<file path="src/rtl/near_pair_list_builder_core_assert.svh">
// assertion macros for the near pair list builder
`ifndef NEAR_PAIR_LIST_BUILDER_CORE_ASSERT_SVH
`define NEAR_PAIR_LIST_BUILDER_CORE_ASSERT_SVH
`ifndef ASSERT_OFF
`define NPLB_ASSERT(label, clk, rst, prop) \
   label: assert property (@(posedge clk) disable iff (rst) prop) else $error("assertion failed");
`define NPLB_ASSERT_ALWAYS(label, clk, prop) \
   label: assert property (@(posedge clk) prop) else $error("assertion failed");
`else
`define NPLB_ASSERT(label, clk, rst, prop)
`define NPLB_ASSERT_ALWAYS(label, clk, prop)
`endif
`endif

</file>
<file path="src/rtl/nplb_pkg.sv">
package nplb_pkg;

   localparam int IDX_W      = 6;
   localparam int COUNT_W    = 7;
   localparam int MASK_W     = 16;
   localparam int MASK_SEL_W = $clog2(MASK_W);
   localparam int RADIUS_W   = 16;
   localparam int GROUP_W    = 2;
   localparam int GROUP_COUNT = 4;
   localparam int NEAR_FACTOR = 3;
   localparam int LIM_W      = 19;
   localparam int SQ_W       = 2 * LIM_W;
   localparam int ACC_W      = SQ_W + 2;
   localparam int CSR_IDX_W  = 1;
   localparam int CSR_DATA_W = 16;

   localparam logic KIND_LOAD = 1'b0;
   localparam logic KIND_SCAN = 1'b1;

   localparam logic [CSR_IDX_W-1:0] CSR_BODY_COUNT = 1'd0;
   localparam logic [CSR_IDX_W-1:0] CSR_GROUP_MASK = 1'd1;

   typedef enum logic [3:0] {
      ST_IDLE,
      ST_MASTER,
      ST_NEXT,
      ST_SLAVE,
      ST_CHECK,
      ST_SQ_X,
      ST_SQ_Y,
      ST_SQ_Z,
      ST_CMP,
      ST_PAIR,
      ST_FINISH
   } state_type;

   typedef enum logic [2:0] {
      OP_IDLE,
      OP_MASTER,
      OP_DIFF,
      OP_SQ_LIM,
      OP_SQ_X,
      OP_SQ_Y,
      OP_SQ_Z
   } dist_op_type;

   typedef struct packed {
      dist_op_type op;
   } dist_ctl_type;

   typedef struct packed {
      logic reject;
      logic near;
   } dist_stat_type;

endpackage

</file>
<file path="src/rtl/nplb_ctrl.sv">
`include "near_pair_list_builder_core_assert.svh"

module nplb_ctrl import nplb_pkg::*; #(
   parameter int MAX_BODIES = 64
) (
   input  logic                          clock,
   input  logic                          reset,
   input  logic                          req_valid,
   output logic                          req_ready,
   input  logic                          req_kind,
   input  logic [IDX_W-1:0]              req_body_index,
   input  logic [COUNT_W-1:0]            count,
   output logic                          wr_en,
   output logic [$clog2(MAX_BODIES)-1:0] wr_addr,
   output logic [$clog2(MAX_BODIES)-1:0] rd_addr,
   output dist_ctl_type                  ctl,
   input  dist_stat_type                 stat,
   output logic                          rsp_valid,
   input  logic                          rsp_ready,
   output logic [IDX_W-1:0]              rsp_master_index,
   output logic [IDX_W-1:0]              rsp_slave_index,
   output logic                          rsp_pair_valid,
   output logic                          rsp_last
);

   localparam int AW = $clog2(MAX_BODIES);

   state_type          state_ff, state_in;
   logic [IDX_W-1:0]   idx_ff, idx_in;
   logic [COUNT_W-1:0] j_ff, j_in;
   logic               has_pend_ff, has_pend_in;
   logic [IDX_W-1:0]   pend_ff, pend_in;
   logic               rsp_valid_ff, rsp_valid_in;
   logic [IDX_W-1:0]   rsp_master_ff, rsp_slave_ff, emit_slave;
   logic               rsp_pair_ff, rsp_last_ff, emit_pair, emit_last;
   logic               emit, out_free;

   assign out_free = !rsp_valid_ff || rsp_ready;
   assign wr_en    = req_valid && req_ready && (req_kind == KIND_LOAD)
                     && (32'(req_body_index) < MAX_BODIES);
   assign wr_addr  = AW'(req_body_index);

   always_ff @(posedge clock) begin
      if (reset) begin
         state_ff     <= ST_IDLE;
         has_pend_ff  <= 1'b0;
         rsp_valid_ff <= 1'b0;
      end else begin
         state_ff     <= state_in;
         has_pend_ff  <= has_pend_in;
         rsp_valid_ff <= rsp_valid_in;
      end
   end

   always_ff @(posedge clock) begin
      idx_ff  <= idx_in;
      j_ff    <= j_in;
      pend_ff <= pend_in;
      if (emit) begin
         rsp_master_ff <= idx_ff;
         rsp_slave_ff  <= emit_slave;
         rsp_pair_ff   <= emit_pair;
         rsp_last_ff   <= emit_last;
      end
   end

   always_comb begin
      state_in    = state_ff;
      idx_in      = idx_ff;
      j_in        = j_ff;
      has_pend_in = has_pend_ff;
      pend_in     = pend_ff;
      req_ready   = 1'b0;
      rd_addr     = AW'(j_ff);
      ctl.op      = OP_IDLE;
      emit        = 1'b0;
      emit_slave  = pend_ff;
      emit_pair   = 1'b1;
      emit_last   = 1'b0;
      case (state_ff)
         ST_IDLE: begin
            req_ready = 1'b1;
            rd_addr   = AW'(req_body_index);
            if (req_valid && (req_kind == KIND_SCAN)) begin
               idx_in   = req_body_index;
               j_in     = COUNT_W'(req_body_index) + COUNT_W'(1);
               state_in = ST_MASTER;
            end
         end
         ST_MASTER: begin
            ctl.op   = OP_MASTER;
            state_in = ST_NEXT;
         end
         ST_NEXT: begin
            if (j_ff < count) begin
               state_in = ST_SLAVE;
            end else begin
               state_in = ST_FINISH;
            end
         end
         ST_SLAVE: begin
            ctl.op   = OP_DIFF;
            state_in = ST_CHECK;
         end
         ST_CHECK: begin
            if (stat.reject) begin
               j_in     = j_ff + COUNT_W'(1);
               state_in = ST_NEXT;
            end else begin
               ctl.op   = OP_SQ_LIM;
               state_in = ST_SQ_X;
            end
         end
         ST_SQ_X: begin
            ctl.op   = OP_SQ_X;
            state_in = ST_SQ_Y;
         end
         ST_SQ_Y: begin
            ctl.op   = OP_SQ_Y;
            state_in = ST_SQ_Z;
         end
         ST_SQ_Z: begin
            ctl.op   = OP_SQ_Z;
            state_in = ST_CMP;
         end
         ST_CMP: begin
            if (stat.near) begin
               state_in = ST_PAIR;
            end else begin
               j_in     = j_ff + COUNT_W'(1);
               state_in = ST_NEXT;
            end
         end
         ST_PAIR: begin
            // hold one pair back so the final one can carry last
            if (!has_pend_ff) begin
               has_pend_in = 1'b1;
               pend_in     = j_ff[IDX_W-1:0];
               j_in        = j_ff + COUNT_W'(1);
               state_in    = ST_NEXT;
            end else if (out_free) begin
               emit     = 1'b1;
               pend_in  = j_ff[IDX_W-1:0];
               j_in     = j_ff + COUNT_W'(1);
               state_in = ST_NEXT;
            end
         end
         ST_FINISH: begin
            if (out_free) begin
               emit        = 1'b1;
               emit_slave  = has_pend_ff ? pend_ff : '0;
               emit_pair   = has_pend_ff;
               emit_last   = 1'b1;
               has_pend_in = 1'b0;
               state_in    = ST_IDLE;
            end
         end
         default: begin
            state_in = ST_IDLE;
         end
      endcase
      rsp_valid_in = emit || (rsp_valid_ff && !rsp_ready);
   end

   assign rsp_valid        = rsp_valid_ff;
   assign rsp_master_index = rsp_master_ff;
   assign rsp_slave_index  = rsp_slave_ff;
   assign rsp_pair_valid   = rsp_pair_ff;
   assign rsp_last         = rsp_last_ff;

   `NPLB_ASSERT(a_pair_order, clock, reset, rsp_valid_ff && rsp_pair_ff |-> rsp_slave_ff > rsp_master_ff)
   `NPLB_ASSERT(a_marker_last, clock, reset, rsp_valid_ff && !rsp_pair_ff |-> rsp_last_ff)
   `NPLB_ASSERT(a_slave_above, clock, reset, state_ff == ST_NEXT |-> j_ff > COUNT_W'(idx_ff))
   `NPLB_ASSERT(a_pend_clear, clock, reset, state_ff == ST_FINISH && state_in == ST_IDLE |=> !has_pend_ff)

endmodule

</file>
<file path="config.mk">
export PLATFORM = sky130hd
export DESIGN_NAME = nplb_ctrl
export DESIGN_NICKNAME = d
export VERILOG_FILES = /design/src/rtl/nplb_pkg.sv /design/src/rtl/nplb_ctrl.sv
export VERILOG_INCLUDE_DIRS = /design/src /design/src/rtl
export SDC_FILE = /design/constraint.sdc
export NUM_CORES = 1
export LEC_CHECK = 0
export BUFFER_PORTS_ARGS = -buffer_cell sky130_fd_sc_hd__buf_4
export CAP_MARGIN = 20
export CORE_MARGIN = 4
export CORE_UTILIZATION = 57
export DETAILED_ROUTE_END_ITERATION = 10
export PLACE_DENSITY_LB_ADDON = 0.12
export SYNTH_ARGS = -nofsm -noshare
export SYNTH_HDL_FRONTEND = slang
export SYNTH_SLANG_ARGS = --single-unit
</file>
<file path="constraint.sdc">
create_clock -name clock -period 5.3 [get_ports clock]
set_input_delay 0.795 -clock clock [delete_from_list [all_inputs] [get_ports clock]]
set_output_delay 0.795 -clock clock [all_outputs]
set_load 0.05 [all_outputs]
</file>
# Word-level counts from Yosys, hierarchy flattened

Index checks and enable logic that the tools add are counted.

Register bits: 39
Input bits: 20
Output and inout port bits: 32
Logic and storage cells: 75

$add $sub $neg: 2
Order comparisons: 1
Equality and inequality tests: 16
Muxes and demuxes: 28
Bitwise logic cells: 1
Reduce and logical (&&, ||, !) cells: 17

Operators with widths:

| operator                                                        | count |
|---|---|
| 4-bit one-hot mux with 11 select lines                          | 1 |
| 6-bit 2-to-1 mux                                                | 6 |
| 7-bit 2-to-1 mux                                                | 5 |
| 7-bit one-hot mux with 4 select lines                           | 1 |
| 4-bit 2-to-1 mux                                                | 6 |
| 3-bit one-hot mux with 6 select lines                           | 1 |
| 4-bit by 3-bit == test with 1-bit output, second input constant | 4 |
| 4-bit == test, second input constant                            | 3 |
| 4-bit by 2-bit == test with 1-bit output, second input constant | 2 |
| 2-bit != test, second input constant                            | 4 |
| 2-bit AND reduction                                             | 4 |
| 6-bit by 1-bit adder with 7-bit output, second input constant   | 1 |
| 7-bit by 1-bit adder with 7-bit output, second input constant   | 1 |
| 7-bit less-than comparator                                      | 1 |
| 5-bit AND reduction                                             | 1 |
| 4-bit by 1-bit == test with 1-bit output, second input constant | 1 |
| 1-bit logical AND                                               | 4 |
| 4-bit zero test                                                 | 1 |
| 1-bit 2-to-1 mux                                                | 4 |
| 1-bit one-hot mux with 2 select lines                           | 2 |
| 4-bit nonzero test                                              | 1 |
| 3-bit 2-to-1 mux                                                | 1 |
| 3-bit != test, second input constant                            | 1 |
| 3-bit AND reduction                                             | 1 |
| 6 further kinds                                                 | 8 |

# Longest topological paths before layout

Gate-level depths: netlist (run 1).

Word-level depth: 6
Mapped depth: 10
Mapped depth without buffers: 8

# Worst setup path after synthesis (run 1)

No wires, ideal clock.

Kind: reg2out
From: reg state_ff[3]
To: out wr_en
Arrival: 1874 ps
Data required time: 4505 ps
Slack: 2631 ps
Cell stages (with the launch flop): 4
Buffers on the path: 1
Path through: dfxtp_1 -> buf_6 -> nor4_4 -> and3b_1

Word-level cells in the longest chain between the ends: 4

RTL lines:

| item                            | RTL line        | source |
|---|---|---|
| start, declared                 | nplb_ctrl.sv:28 | `state_type state_ff, state_in;` |
| start signal, assigned          | nplb_ctrl.sv:49 | `state_ff <= state_in;` |
| 4-bit zero test                 | nplb_ctrl.sv:80 | `case (state_ff)` |
| 1-bit 2-to-1 mux                | nplb_ctrl.sv:80 |  |
| net req_ready                   | nplb_ctrl.sv:9  | `output logic req_ready,` |
| 1-bit logical AND (2 in series) | nplb_ctrl.sv:39 | `assign wr_en = req_valid && req_ready && (req_kind == KIND_LOAD)` |
| end, declared                   | nplb_ctrl.sv:13 | `output logic wr_en,` |

The timed path passes the listed nets, and every way through them passes these cells.

# Final worst setup path (run 1)

From: reg state_ff[1]
To: reg j_ff[6] (data pin)

Word-level cells in the longest chain between the ends: 2
Elaborated cells between the ends (all ways): 5
Classes of those cells: eq/ne: 3; mux: 1; reduce/logical: 1

RTL lines:

| item                                    | RTL line        | source |
|---|---|---|
| 4-bit == test (tied with other cells)   | nplb_ctrl.sv:80 |  |
| 7-bit one-hot mux with 4 select lines * | nplb_ctrl.sv:80 |  |
| net j_in[6]                             | nplb_ctrl.sv:30 | `logic [COUNT_W-1:0] j_ff, j_in;` |
| end signal, assigned                    | nplb_ctrl.sv:57 | `j_ff <= j_in;` |
| end, declared                           | nplb_ctrl.sv:30 |  |

The timed path passes the listed nets; every way through them passes the cells marked *.
A chain may end at the register's enable or synchronous reset.

==> impl_metrics.toml, run 1 <==
[setup_path]
critPathCaptureType = "flop"
path_max_fanout = 16
r2r_slack_ns = 2.42
worstSetupStartpointType = "flop"
required_ns = 5.32
r2r_start = "state_ff[1]"
rr_worst_depth = 8
r2r-end = "j_ff[6]"
worstSetupPathType = "flop to flop"
arrival_ns = 2.90

[logic_synthesis]
netlist_area_um2 = 2153
synth_top_area_share_pct = 46.02
yosysSeqAreaShare_pct = 51.60
ys_warn_count = 0
synth_seq_cells = 39
syn_nets = 212
synth_edf_count = 33
syn_inst = 185
yosys-top-cells-area = "edfxtp_1 46%, dfxtp_1 5.6%, ha_1 4.1%"
yosys.area.top_type = "edfxtp_1"
synthFlopType = "edfxtp_1"
avgSynthCellArea_um2 = 11.64
ys_top_cells_by_count = "33 x edfxtp_1, 12 x nor2_1, 11 x a21oi_1, 10 x nand2_1"
async_flop_share_pct = 0
synth.distinct_cells = 51
synth.most_common_cell = "edfxtp_1"

[floorplanning]
initial_core_util_pct = 58.82
io_pins = 52
coreArea_um2 = 3661
fp.dieArea_um2 = 4825
fp-row-count = 22
die_h_um = 69.47
die_w_um = 69.47

[clock_network]
cts_buffers = 5
worstSkewPairLatency_ns = 0.29
cts.sinks = 39
cts-root-buf = "clkbuf_8"
path_clk_slew_ns = 0.08
h-tree-depth = 2
cts_resized = 0
cts_tree = "done"
cts_setup_buffers = 0
hold_buffers = 0
ctsLongestPathBuffers = 2

[placement]
gp_congestion = 0.8666
dp.cells = 271
place_ws_ns = 2.461
portBuffers = 51
dp_hpwl_um = 3361

[global_route]
met3_usage_pct = 4.638
grtUsageMet2_pct = 31.25
grt_overflow = 0
met1_usage_pct = 23.34
grt_antenna_before_repair = 0
grt_pass1_vias = 1467
grt_util_all_layers_pct = 18.79
grt_pass1_wl_um = 7100
grt.busiest_layer = "met2"
grt_max_degree = 18

[timing]
hold_viol_final = 0
fin_ws_ns = 2.420
tns_ns = 0
slew-limit-headroom_pct = 32.68
setup_viol = 0
final_max_slew_viol_count = 0
holdWs_ns = 0.4255
finalCriticalPeriod_ns = 2.880
tightest_slew_ns = 1.006
clock.fmax_ghz = 0.3472
skew_ns = 0.003682
rsz0062_at_grt = "false"
fin_crit_sh_pct = 54.34

[worst_hold_path]
min_from = "idx_ff[5]"
min_delay_path_depth = 0
hp-class = "flop to flop"
whs_endpoint = "rsp_master_index[5]"

[finish]
layout-drive-gt1-share_pct = 34.63
register_area_um2 = 1111
multi_input_area_um2 = 904.6
syn2layout_area_growth_pct = 21.15
num_antenna_cells = 0
layoutNonFillerInstCount = 279
fill_cells = 251
num-nets-final = 257

[outcome]
status = "finished, final reports clean"

[job]
cap_violations = 0

[route]
wl_per_cell_um = 15.90
ant_nets = 0
via_count = 1545
drt-total-wl_um = 4437
firstDrtPassIters = 4
post_drt_via_cell_ratio = 5.538
drc = 0
first_iter_violations = 102

[power]
cellLeakagePower_nw = 1.067
power.density_nw_per_um2 = 309.8
vdd.ir_drop.worst_uv = 161.5
==> worst max-delay path, cell delays in order (launching register included) <==
cell	delay (ns)
dfxtp_1	0.73
nor2_1	0.18
a21oi_2	0.51
mux2_2	0.40
ha_1	0.21
and3_1	0.21
nand3_1	0.11
xor2_1	0.15
o21ai_0	0.10
==> kinds of logic (layout without fill, tap and decap cells) <==
logic type               after synthesis  count (layout)  synth area share [%]
AND/OR/NAND/NOR                       65              65                 18.42
flip-flops                            39              39                 51.60
AO/OA/AOI/OAI                         33              33                 11.16
buffers and inverters                 23              69                 6.391
multiplexers                          11              11                 5.520
adder cells (fa/ha/maj)                7               7                 4.067
XOR/XNOR                               7               7                 2.847
==> flip-flops by register name (all words and copies together), names as in the netlist <==
register / count
j_ff: 7
idx_ff: 6
pend_ff: 6
rsp_master_index: 6
rsp_slave_index: 6
state_ff: 4
has_pend_ff: 1
rsp_last: 1
rsp_pair_valid: 1
rsp_valid: 1
==> how the worst max path moves through the flow <==
stage / from / endpoint / slack [ns] / cells after the start
after global routing: state_ff[1] / j_ff[6] / 2.25 / 8
after global placement: state_ff[1] / j_ff[6] / 2.62 / 8
final: state_ff[1] / j_ff[6] / 2.42 / 8
after detailed placement: state_ff[1] / j_ff[6] / 2.46 / 8
after CTS: state_ff[2] / rd_addr[5] / 2.45 / 3
after floorplan: state_ff[3] / wr_en / 2.63 / 3
==> metrics by stage <==
step / area [µm²] / power, mW / utilization, %
after floorplan: 2153 / 0.5095 / -
after global placement: 2496 / 0.5603 / 68.18
after detailed placement: 2496 / 0.5668 / 68.18
after CTS: 2609 / 0.8104 / 71.26
after global routing: 2609 / 0.8428 / 71.26
final: 2609 / 0.8082 / 71.26
==> power breakdown <==
group	switching [mW]	internal, mW
clock network	0.107	0.140
logic	0.114	0.0713
registers	0.0229	0.352
total	0.245	0.564
==> area by class of cell <==
| cell class | instances | share of cell area [%] |
|---|---|---|
| clock inverter | 3 | 1.679 |
| timing repair buffer | 51 | 14.68 |
| sequential | 39 | 42.59 |
| inverter | 10 | 1.439 |
| tap | 48 | 2.302 |
| clock buffer | 5 | 2.638 |
| multi-input combinational | 123 | 34.68 |
==> metal layers <==
metal,vias to the layer above,part of all wire (%)
met3,8,6.2
met2,55,52
met5,-,0
li1,758,-
met1,724,40
met4,0,2.1
==> cells in the final DEF (no fill, tap or decap), types with 3 or more instances in the layout <==
master / Yosys / routed
a211oi_1: 3 / 3
a21oi_1: 11 / 11
and3_1: 4 / 4
buf_4: 7 / 51
clkbuf_8: 0 / 5
dfxtp_1: 6 / 6
edfxtp_1: 33 / 33
ha_1: 7 / 7
inv_1: 9 / 9
mux2_2: 7 / 7
mux2i_1: 4 / 4
nand2_1: 10 / 10
nand2b_1: 5 / 5
nand3b_1: 3 / 3
nand4_1: 3 / 3
nor2_1: 12 / 12
nor2b_1: 9 / 9
nor3_1: 3 / 3
o21ai_0: 3 / 3
xor2_1: 5 / 5
Note: power is estimated with default switching activity, not from simulation.
==> inputs of run 2 (changes only) <==
--- a/config.mk
+++ b/config.mk
@@ -6,10 +6,11 @@
 export SDC_FILE = /design/constraint.sdc
 export NUM_CORES = 1
 export LEC_CHECK = 0
+export ABC_AREA = 1
 export BUFFER_PORTS_ARGS = -buffer_cell sky130_fd_sc_hd__buf_4
 export CAP_MARGIN = 20
 export CORE_MARGIN = 4
-export CORE_UTILIZATION = 57
+export CORE_UTILIZATION = 53
 export DETAILED_ROUTE_END_ITERATION = 10
 export PLACE_DENSITY_LB_ADDON = 0.12
 export SYNTH_ARGS = -nofsm -noshare
==> constraint.sdc (replaced) <==
create_clock -name clock -period 2.7 [get_ports clock]
set_input_delay 0.405 -clock clock [delete_from_list [all_inputs] [get_ports clock]]
set_output_delay 0.405 -clock clock [all_outputs]
set_load 0.05 [all_outputs]
==> impl_metrics.toml, run 2 <==
[clock_network]
cts_setup_buffers = 0
path_clk_slew_ns = 0.07
cts.sinks = 39
hold_buffers = 0
worstSkewPairLatency_ns = 0.29
cts-root-buf = "clkbuf_8"
cts_buffers = 5
cts_tree = "done"
h-tree-depth = 2
cts_resized = 0
ctsLongestPathBuffers = 2

[worst_hold_path]
hp-class = "input port to flop"

[global_route]
grt_overflow = 0
grt_antenna_before_repair = 0
grt_max_degree = 16
grt_pass1_wl_um = 7838
grt_pass1_vias = 1729
grt_util_all_layers_pct = 19.85

[logic_synthesis]
yosys.area.top_type = "edfxtp_1"
syn_inst = 255
ys_warn_count = 0
synth_edf_count = 33
synthFlopType = "edfxtp_1"
yosys-top-cells-area = "edfxtp_1 46%, nand2_1 11%, inv_1 8.5%"
synth_seq_cells = 39
ys_top_cells_by_count = "64 x nand2_1, 49 x inv_1, 33 x edfxtp_1, 25 x nor2_1, 22 x nand3_1"
avgSynthCellArea_um2 = 8.449
synth_top_area_share_pct = 45.99
netlist_area_um2 = 2155
syn_nets = 282
yosysSeqAreaShare_pct = 51.57
synth.distinct_cells = 26
synth.most_common_cell = "nand2_1"
async_flop_share_pct = 0

[timing]
tns_ns = 0
fin_crit_sh_pct = 84.18
slew-limit-headroom_pct = 60.13
rsz0062_at_grt = "false"
setup_viol = 0
finalCriticalPeriod_ns = 2.273
hold_viol_final = 0
tightest_slew_ns = 0.5980
clock.fmax_ghz = 0.4400
skew_ns = 0.006355
final_max_slew_viol_count = 0

[finish]
syn2layout_area_growth_pct = 22.94
num_antenna_cells = 0
largest_register = "j_ff"
final_common_cell = "nand2_1"
num-nets-final = 333
fill_cells = 312
mostFrequentLayoutCells = "64 x nand2_1, 52 x buf_4, 49 x inv_1, 33 x edfxtp_1, 25 x nor2_1"
largest_reg_flops = 7
layout-drive-gt1-share_pct = 24.10

[route]
wl_per_cell_um = 13.41
ant_nets = 0
drc = 0
post_drt_via_cell_ratio = 4.941
firstDrtPassIters = 4
via_count = 1754
drt-total-wl_um = 4760
first_iter_violations = 87

[setup_path]
arrival_ns = 1.87
path_max_fanout = 13
required_ns = 2.30
critPathCaptureType = "output pin"
worstSetupStartpointType = "flop"
worstSetupPathType = "flop to output pin"

[floorplanning]
die_w_um = 71.76
initial_core_util_pct = 56.72
fp.dieArea_um2 = 5150
fp-row-count = 22
coreArea_um2 = 3799
io_pins = 52
die_h_um = 71.76

[placement]
gp_congestion = 0.9044
portBuffers = 51
dp_hpwl_um = 3712

[power]
cellLeakagePower_nw = 1.306
power.density_nw_per_um2 = 663.4
total_power_mw = 1.757
vdd.ir_drop.worst_uv = 293.2

[job]
cap_violations = 0

[outcome]
status = "finished, final reports clean"
==> run 2: cell count changes in the layout (fill, tap and decap cells not counted), moves of 4 or more <==
cell,change
a21oi_1,-4
and3_1,-4
inv_1,+40
mux2_2,-7
mux2i_1,-4
nand2_1,+54
nand2_2,+6
nand2b_1,-5
nand3_1,+20
nor2_1,+13
nor2b_1,-9
o21ai_0,+8
xor2_1,-4
==> run 2: layout make-up <==
type | instances | area [µm²] | share of cell area [%]
clock buffers | 5 | 68.82 | 2.598
clock inverters | 3 | 38.79 | 1.464
inverters | 51 | 191.4 | 7.227
multi-input cells | 157 | 788.3 | 29.76
flip-flops and latches | 39 | 1111 | 41.95
well taps | 48 | 60.06 | 2.267
repair buffers | 52 | 390.4 | 14.74
==> run 2: metrics by stage <==
stage	util (%)	worst slack (ns)	instance area (µm²)	instances	hold WS [ns]
detailed placement	66.90	0.8146	2541	347	0.4045
CTS	69.73	0.4696	2649	355	0.3112
global placement	66.90	0.8313	2541	347	0.4025
global route	69.73	0.2464	2649	355	0.3096
finish	69.73	0.4270	2649	355	0.3177
floorplan	-	0.3290	2155	255	0.4003
==> run 2: cells by family (layout without fill, tap and decap cells) <==
family | Yosys count | in the layout | share of synthesized area [%]
DFF | 39 | 39 | 51.57
and+or+nand+nor | 127 | 127 | 26.66
adders and majority gates | 7 | 7 | 4.065
buffers and inverters | 59 | 111 | 11.85
xor gates and xnor gates | 1 | 1 | 0.4066
AOI/OAI and AO/OA | 22 | 22 | 5.459
==> run 2: routing by layer <==
metal / up-vias / wire (µm) / share of wire [%] / GRT usage (%)
li1: 902 / - / - / -
met1: 771 / 1930 / 41 / 23.21
met2: 68 / 2319 / 49 / 34.39
met3: 13 / 369 / 7.8 / 4.909
met4: 0 / 140 / 2.9 / 8.559
met5: - / 0 / 0 / 0
==> run 2: worst paths after layout <==
kind / start / endpoint / slack [ns] / depth (start not counted)
max: state_ff[3] / rd_addr[0] / 0.43 / 5
min: req_body_index[2] / idx_ff[2] / 0.32 / 1
max reg2reg: state_ff[3] / j_ff[4] / 0.80 / 9
min reg2reg: idx_ff[5] / rsp_master_index[5] / 0.42 / 0
==> run 2: worst max-delay path: stages, from the launching register on <==
cell     delay (ns)
dfxtp_1        0.50
nor2_1         0.12
nand2_1        0.33
inv_2          0.12
o21ai_0        0.25
buf_4          0.25
==> run 2: report_power, final <==
group          switching (mW)  total [mW]  internal (mW)
registers              0.0477       0.758          0.710
clock network           0.205       0.475          0.270
logic                   0.363       0.524          0.161
total                   0.616        1.76           1.14
